$ cat src/rtl/spu_pkg.sv
// ----------------------------------------------------------------------------
// Septet pack/unpack package
// Payload types, queue entry type and shared constants.
// ----------------------------------------------------------------------------
package spu_pkg;

  localparam logic [6:0] SeptetMask = 7'h7f;
  localparam logic [2:0] SeptetBits = 3'd7;

  localparam int unsigned QDepth = 4;
  localparam int unsigned QAw    = $clog2(QDepth);

  typedef enum logic {
    DirPack   = 1'b0,
    DirUnpack = 1'b1
  } dir_e;

  typedef struct packed {
    logic [7:0] in_byte;
    logic       last_item;
  } in_item_t;

  typedef struct packed {
    logic [7:0] out_byte;
    logic       run_end;
    logic       message_end;
  } out_item_t;

  // one queue entry holds all results of one input beat
  typedef struct packed {
    logic [7:0] val0;
    logic [7:0] val1;
    logic       two;
    logic       last;
  } entry_t;

  typedef struct packed {
    logic full;
    logic empty;
  } q_stat_t;

endpackage

$ cat src/rtl/spu_front.sv
// ----------------------------------------------------------------------------
// Septet pack/unpack front end
// Accepts input beats, holds position and leftover state, forms the results
// of each beat and writes them as one queue entry.
// ----------------------------------------------------------------------------
module spu_front (
  input  logic              clk_i,
  input  logic              rst_ni,
  input  logic              cfg_we_i,
  input  logic              cfg_direction_i,
  input  logic              accept_i,
  input  spu_pkg::in_item_t in_item_i,
  output logic              q_we_o,
  output spu_pkg::entry_t   q_entry_o
);
  import spu_pkg::*;

  dir_e       direction_q;
  logic [2:0] pos_q, pos_d;
  logic [6:0] lo_q, lo_d;

  logic [6:0]  c;
  logic [15:0] pk_wide;
  logic [7:0]  pk_main;
  logic [6:0]  pk_lo;
  logic [2:0]  pk_pos;
  logic        pk_flush;
  logic [2:0]  up_p;
  logic [6:0]  up_l;
  logic [14:0] up_wide;
  logic [7:0]  up_shr;
  logic [6:0]  up_lo;
  logic [2:0]  up_p1;

  always_comb begin
    c        = in_item_i.in_byte[6:0];
    // pack
    pk_wide  = {9'b0, c} << (4'd8 - {1'b0, pos_q});
    pk_main  = pk_wide[7:0] | {1'b0, lo_q};
    pk_lo    = (pos_q == 3'd0) ? c : ((c >> pos_q) & SeptetMask);
    pk_pos   = pos_q + 3'd1;
    pk_flush = in_item_i.last_item && (pk_pos != 3'd0);
    // unpack, position seven treated as zero
    up_p     = (pos_q >= SeptetBits) ? 3'd0 : pos_q;
    up_l     = (pos_q >= SeptetBits) ? 7'd0 : lo_q;
    up_wide  = {7'b0, in_item_i.in_byte} << up_p;
    up_shr   = in_item_i.in_byte >> (SeptetBits - up_p);
    up_lo    = up_shr[6:0];
    up_p1    = up_p + 3'd1;
  end

  always_comb begin
    pos_d     = pos_q;
    lo_d      = lo_q;
    q_we_o    = 1'b0;
    q_entry_o = '0;
    q_entry_o.last = in_item_i.last_item;
    unique case (direction_q)
      DirPack: begin
        pos_d = pk_pos;
        lo_d  = pk_lo;
        if (pos_q != 3'd0) begin
          q_we_o         = 1'b1;
          q_entry_o.val0 = pk_main;
          q_entry_o.val1 = {1'b0, pk_lo};
          q_entry_o.two  = pk_flush;
        end else if (pk_flush) begin
          q_we_o         = 1'b1;
          q_entry_o.val0 = {1'b0, pk_lo};
        end
      end
      DirUnpack: begin
        q_we_o         = 1'b1;
        q_entry_o.val0 = {1'b0, up_wide[6:0] | up_l};
        q_entry_o.val1 = {1'b0, up_lo};
        if (up_p1 == SeptetBits) begin
          q_entry_o.two = 1'b1;
          pos_d         = 3'd0;
          lo_d          = 7'd0;
        end else begin
          pos_d = up_p1;
          lo_d  = up_lo;
        end
      end
      default: ;
    endcase
    if (in_item_i.last_item) begin
      pos_d = 3'd0;
      lo_d  = 7'd0;
    end
    if (!accept_i) begin
      q_we_o = 1'b0;
      pos_d  = pos_q;
      lo_d   = lo_q;
    end
    if (cfg_we_i) begin
      pos_d = 3'd0;
      lo_d  = 7'd0;
    end
  end

  always_ff @(posedge clk_i or negedge rst_ni) begin
    if (!rst_ni) begin
      direction_q <= DirPack;
      pos_q       <= 3'd0;
      lo_q        <= 7'd0;
    end else begin
      if (cfg_we_i) begin
        direction_q <= dir_e'(cfg_direction_i);
      end
      pos_q <= pos_d;
      lo_q  <= lo_d;
    end
  end

endmodule

$ cat src/rtl/spu_queue.sv
// ----------------------------------------------------------------------------
// Septet pack/unpack entry queue
// Small register queue between front end and back end.
// ----------------------------------------------------------------------------
module spu_queue (
  input  logic             clk_i,
  input  logic             rst_ni,
  input  logic             we_i,
  input  spu_pkg::entry_t  wdata_i,
  input  logic             re_i,
  output spu_pkg::entry_t  rdata_o,
  output spu_pkg::q_stat_t stat_o
);
  import spu_pkg::*;

  entry_t        mem_q [QDepth];
  logic [QAw:0]  wptr_q, rptr_q;

  assign rdata_o      = mem_q[rptr_q[QAw-1:0]];
  assign stat_o.empty = (wptr_q == rptr_q);
  assign stat_o.full  = (wptr_q[QAw-1:0] == rptr_q[QAw-1:0]) &&
                        (wptr_q[QAw] != rptr_q[QAw]);

  always_ff @(posedge clk_i) begin
    if (we_i) begin
      mem_q[wptr_q[QAw-1:0]] <= wdata_i;
    end
  end

  always_ff @(posedge clk_i or negedge rst_ni) begin
    if (!rst_ni) begin
      wptr_q <= '0;
      rptr_q <= '0;
    end else begin
      if (we_i) begin
        wptr_q <= wptr_q + 1'b1;
      end
      if (re_i) begin
        rptr_q <= rptr_q + 1'b1;
      end
    end
  end

endmodule

$ cat src/rtl/spu_back.sv
// ----------------------------------------------------------------------------
// Septet pack/unpack back end
// Drains queue entries, one result beat per pop, and marks run and
// message ends.
// ----------------------------------------------------------------------------
module spu_back (
  input  logic               clk_i,
  input  logic               rst_ni,
  input  spu_pkg::entry_t    entry_i,
  input  spu_pkg::q_stat_t   stat_i,
  input  logic               pop_i,
  output logic               q_re_o,
  output logic               empty_o,
  output spu_pkg::out_item_t out_item_o
);
  import spu_pkg::*;

  logic sub_q, sub_d;
  logic take;
  logic final_one;

  assign empty_o   = stat_i.empty;
  assign take      = pop_i && !stat_i.empty;
  assign final_one = sub_q || !entry_i.two;
  assign q_re_o    = take && final_one;

  always_comb begin
    out_item_o.out_byte    = sub_q ? entry_i.val1 : entry_i.val0;
    out_item_o.run_end     = final_one;
    out_item_o.message_end = final_one && entry_i.last;
    sub_d = sub_q;
    if (take) begin
      sub_d = !final_one;
    end
  end

  always_ff @(posedge clk_i or negedge rst_ni) begin
    if (!rst_ni) begin
      sub_q <= 1'b0;
    end else begin
      sub_q <= sub_d;
    end
  end

endmodule

$ cat src/rtl/septet_pack_unpack.sv
// ----------------------------------------------------------------------------
// Septet pack/unpack
// GSM 7-bit septet packer and unpacker with a queue between front and back end.
// ----------------------------------------------------------------------------
// One input beat is taken every cycle while full_o is low; its results are
// registered in the queue and show on the output once older entries have
// been popped. Each beat yields zero, one or two results, and results leave
// one per pop, so a beat with two results takes two pops. A four-entry queue
// of per-beat results between the front end and the back end sets how far
// input may run ahead of output. The direction register is written through
// the cfg channel (always ready); a write also restarts the message state.
module septet_pack_unpack (
  input  logic               clk_i,
  input  logic               rst_ni,
  input  logic               cfg_valid_i,
  output logic               cfg_ready_o,
  input  logic               cfg_direction_i,
  input  logic               push_i,
  output logic               full_o,
  input  spu_pkg::in_item_t  in_item_i,
  output logic               empty_o,
  input  logic               pop_i,
  output spu_pkg::out_item_t out_item_o
);
  import spu_pkg::*;

  logic    q_we, q_re;
  entry_t  q_wdata, q_rdata;
  q_stat_t q_stat;

  assign cfg_ready_o = 1'b1;
  assign full_o      = q_stat.full;

  spu_front u_front (
    .clk_i           (clk_i),
    .rst_ni          (rst_ni),
    .cfg_we_i        (cfg_valid_i && cfg_ready_o),
    .cfg_direction_i (cfg_direction_i),
    .accept_i        (push_i && !q_stat.full),
    .in_item_i       (in_item_i),
    .q_we_o          (q_we),
    .q_entry_o       (q_wdata)
  );

  spu_queue u_queue (
    .clk_i   (clk_i),
    .rst_ni  (rst_ni),
    .we_i    (q_we),
    .wdata_i (q_wdata),
    .re_i    (q_re),
    .rdata_o (q_rdata),
    .stat_o  (q_stat)
  );

  spu_back u_back (
    .clk_i      (clk_i),
    .rst_ni     (rst_ni),
    .entry_i    (q_rdata),
    .stat_i     (q_stat),
    .pop_i      (pop_i),
    .q_re_o     (q_re),
    .empty_o    (empty_o),
    .out_item_o (out_item_o)
  );

endmodule

$ cat config.mk
export PLATFORM = sky130hd
export DESIGN_NAME = septet_pack_unpack
export DESIGN_NICKNAME = d
export VERILOG_FILES = /design/src/rtl/spu_pkg.sv /design/src/rtl/spu_front.sv /design/src/rtl/spu_queue.sv /design/src/rtl/spu_back.sv /design/src/rtl/septet_pack_unpack.sv
export SDC_FILE = /design/constraint.sdc
export NUM_CORES = 1
export LEC_CHECK = 0
export BUFFER_PORTS_ARGS = -buffer_cell sky130_fd_sc_hd__buf_2
export CAP_MARGIN = 10
export CORE_MARGIN = 10
export CORE_UTILIZATION = 45
export CTS_BUF_LIST = sky130_fd_sc_hd__clkbuf_16
export CTS_CLUSTER_SIZE = 28
export DETAILED_ROUTE_END_ITERATION = 6
export GPL_TIMING_DRIVEN = 1
export PLACE_DENSITY = 0.61
export SYNTH_ARGS = -nofsm -noshare
export SYNTH_HDL_FRONTEND = slang
export SYNTH_SLANG_ARGS = --single-unit
$ cat constraint.sdc
create_clock -name clk_i -period 3.55 [get_ports clk_i]
set_input_delay 0.71 -clock clk_i [delete_from_list [all_inputs] [get_ports clk_i]]
set_output_delay 0.71 -clock clk_i [all_outputs]
set_load 0.01 [all_outputs]
==> flow_summary_export.csv <==
group,metric,value,unit
global_route,antenna_found_initial,0,
global_route,grt_pass1_vias,3359,
route,drtIter0Drc,321,
timing,rsz0062_at_grt,"no",
synthesis,avgSynthCellArea,12.2,sq um
route,vias,3368,
route,routed_wl,11700,microns
final_layout,nFillCells,917,
pwr,p_per_area,709,nW/um^2
final_layout,diodes,0,
floorplanning,ios,28,
route,drt-pass1-iter-count,5,
synthesis,synth_cell_types,53,
synthesis,synth-seq-cells,86,
final_layout,fin_nets,436,
synthesis,synthFlopType,"edfxtp_1",
synthesis,synthesis.nets,415,
clock_network,cts_tree,"built",
floorplanning,die_w,123,microns
floorplanning,die_h,123,microns
outcome,status,"completed",
clock_network,cts-htree-levels,3,
route,drc,0,
clock_network,insertion_delay,0.33,ns
final_layout,final_util,51.6,%
clock_network,cts_resized,0,
timing,clock.fmax,344,MHz
clock_network,clk_pin_slew,0.07,ns
timing,setup_tns,0,ns
timing,skew,0.00807,ns
setup_path,cp_max_fo,15,
pwr,ir_worst_vdd,0.302,mV
timing,slew_violations,0,
timing,post-route-min-period,2.91,ns
setup_path,critPathLaunchType,"flip-flop",
route,vias_per_cell,6.10,
synthesis,yosysSeqAreaShare,52.5,%
synthesis,synth_area,4740,sq um
clock_network,cts.path.max_buffers,2,
final_layout,final_cell_mix,"edfxtp_1, nand2_1, o21ai_0, buf_2, nor2_1",
timing,timing.final.crit_share,81.9,%
global_route,grt_use_total,16.0,%
timing,maxSlewHeadroom,42.2,%
clock_network,cts_root_buffer,"clkbuf_16",
timing,hold_viol,0,
placement,hpwl,8440,microns
clock_network,post_cts_buffers,0,
synthesis,ys_async_sr_fraction,20.9,%
hold_path,hold_path_class,"in -> async",
pwr,p_leak,1.93,nW
global_route,grt.overflow.total,0,
setup_path,endpoint_kind,"primary output",
pwr,power,3.75,mW
setup_path,required,2.84,ns
setup_path,crit_arrival,2.20,ns
floorplanning,core-area,10300,sq um
global_route,grt_max_degree,28,
floorplanning,start_util,46.2,%
synthesis,yosys_warnings,0,
job,maxCapViolCount,0,
synthesis,postSynthCellCount,390,
final_layout,layout-drive-gt1-share,22.8,%
route,post_drt_wl_per_cell,21.2,microns
setup_path,critPathKind,"reg -> out",
clock_network,numClockSinks,86,
synthesis,synth_edf_count,68,
timing,tightest_slew,0.867,ns
clock_network,numCtsBuffers,9,
global_route,grt_pass1_wl,18700,microns
timing,setup_viol,0,
floorplanning,row_count,37,
floorplanning,die_area,15000,sq um
final_layout,area_growth_syn_to_layout,11.7,%
clock_network,holdBufCountCts,0,
final_layout,mostFrequentLayoutCell,"edfxtp_1",
placement,io_buffers,26,
placement,gp_congestion,0.984,
route,ant_nets,0,
[final cells by class]
cell class                 instances  area (sq um)  share of cell area, %
sequential                        86          2490                   47.0
multi-input combinational        262          2070                   39.1
timing repair buffer              41           243                   4.58
clock buffer                       9           225                   4.25
tap                              136           170                   3.21
clock inverter                     7          57.6                   1.09
inverter                          11          41.3                  0.779
[flip-flops by register name (all words and copies together), names as in the netlist]
name                 flops
u_front.lo_q             7
u_queue.mem_q           68
u_queue.rptr_q           3
u_back.sub_q             1
u_front.direction_q      1
u_queue.wptr_q           3
u_front.pos_q            3
[synthesized netlist by cell type, types with 2 or more instances]
cell	instances	share of area, %
o31ai_1	2	0.32
xor2_1	3	0.55
nand4_1	2	0.26
buf_1	2	0.16
mux2i_1	13	2.7
ha_1	10	2.6
nor2b_1	6	0.79
a222oi_1	2	0.42
nor2_1	25	2.0
a22o_1	4	0.74
edfxtp_1	68	43
o211ai_1	2	0.32
a31oi_1	2	0.26
o21ai_0	26	2.7
a22oi_1	5	0.79
buf_2	7	0.74
a21oi_1	15	1.6
o221ai_1	2	0.37
and2_1	5	0.66
a211o_1	2	0.37
mux2_2	12	2.8
nand2b_1	9	1.2
o22ai_1	4	0.53
nand3_1	8	0.84
nor3_1	7	0.74
nand3b_1	2	0.32
a32oi_1	4	0.74
a211oi_1	4	0.63
clkbuf_1	19	1.5
buf_4	2	0.32
o21a_1	3	0.47
xnor2_1	4	0.74
inv_1	11	0.87
nor3b_1	3	0.47
nand2_1	34	2.7
dfrtp_1	18	9.5
a21o_1	2	0.32
nor4_1	3	0.40
a221o_1	3	0.63
mux4_2	22	10
[through the flow]
| step | hold WS (ns) | cell area [sq um] | cells | worst slack, ns |
|---|---|---|---|---|
| after global routing | 0.328 | 5300 | 552 | 0.445 |
| after CTS | 0.319 | 5300 | 552 | 0.581 |
| after floorplan | 0.414 | 4740 | 390 | 0.750 |
| final | 0.309 | 5300 | 552 | 0.643 |
| after global placement | 0.478 | 5020 | 536 | 0.761 |
| after detailed placement | 0.482 | 5020 | 536 | 0.700 |
[kinds of logic (layout without fill, tap and decap cells)]
family,after synthesis,count (layout),share of synthesized area (%)
and+or+nand+nor,107,107,10.9
other,1,1,0.0791
DFF,86,86,52.5
AOI/OAI and AO/OA,90,90,12.7
muxes,47,47,16.0
adders and majority gates,10,10,2.64
buffers and inverters,42,68,3.82
xor gates and xnor gates,7,7,1.29
[worst max-delay path: stages (launching register included)]
cell,delay (ns)
dfrtp_1,0.53
buf_4,0.36
mux4_2,0.55
mux2_2,0.29
buf_2,0.14
[per-layer routing]
layer | GRT usage [%] | part of all wire, %
met3 | 3.40 | 5.2
met4 | 8.25 | 4.3
met5 | 0 | 0
met2 | 25.9 | 49
met1 | 19.8 | 42
[worst paths after layout]
check	from	slack [ns]	depth (start not counted)	end
setup / recovery	u_queue.rptr_q[0]	0.64	4	out_item_o[3]
hold / removal	rst_ni	0.31	1	u_queue.rptr_q[0]
setup reg to reg	u_front.pos_q[0]	0.65	10	u_front.lo_q[2]
hold reg to reg	u_queue.wptr_q[2]	0.50	1	u_queue.wptr_q[2]
max in group asynchronous	rst_ni	2.93	1	u_front.lo_q[1]
min in group clk_i	u_queue.wptr_q[2]	0.50	1	u_queue.wptr_q[2]
[where the power goes]
group	switching, mW	total (mW)	leakage [nW]	internal [mW]
registers	0.135	1.48	0.872	1.34
clock network	0.397	0.879	0.134	0.482
logic	0.760	1.40	0.929	0.637
Note: power is estimated with default switching activity, not from simulation.
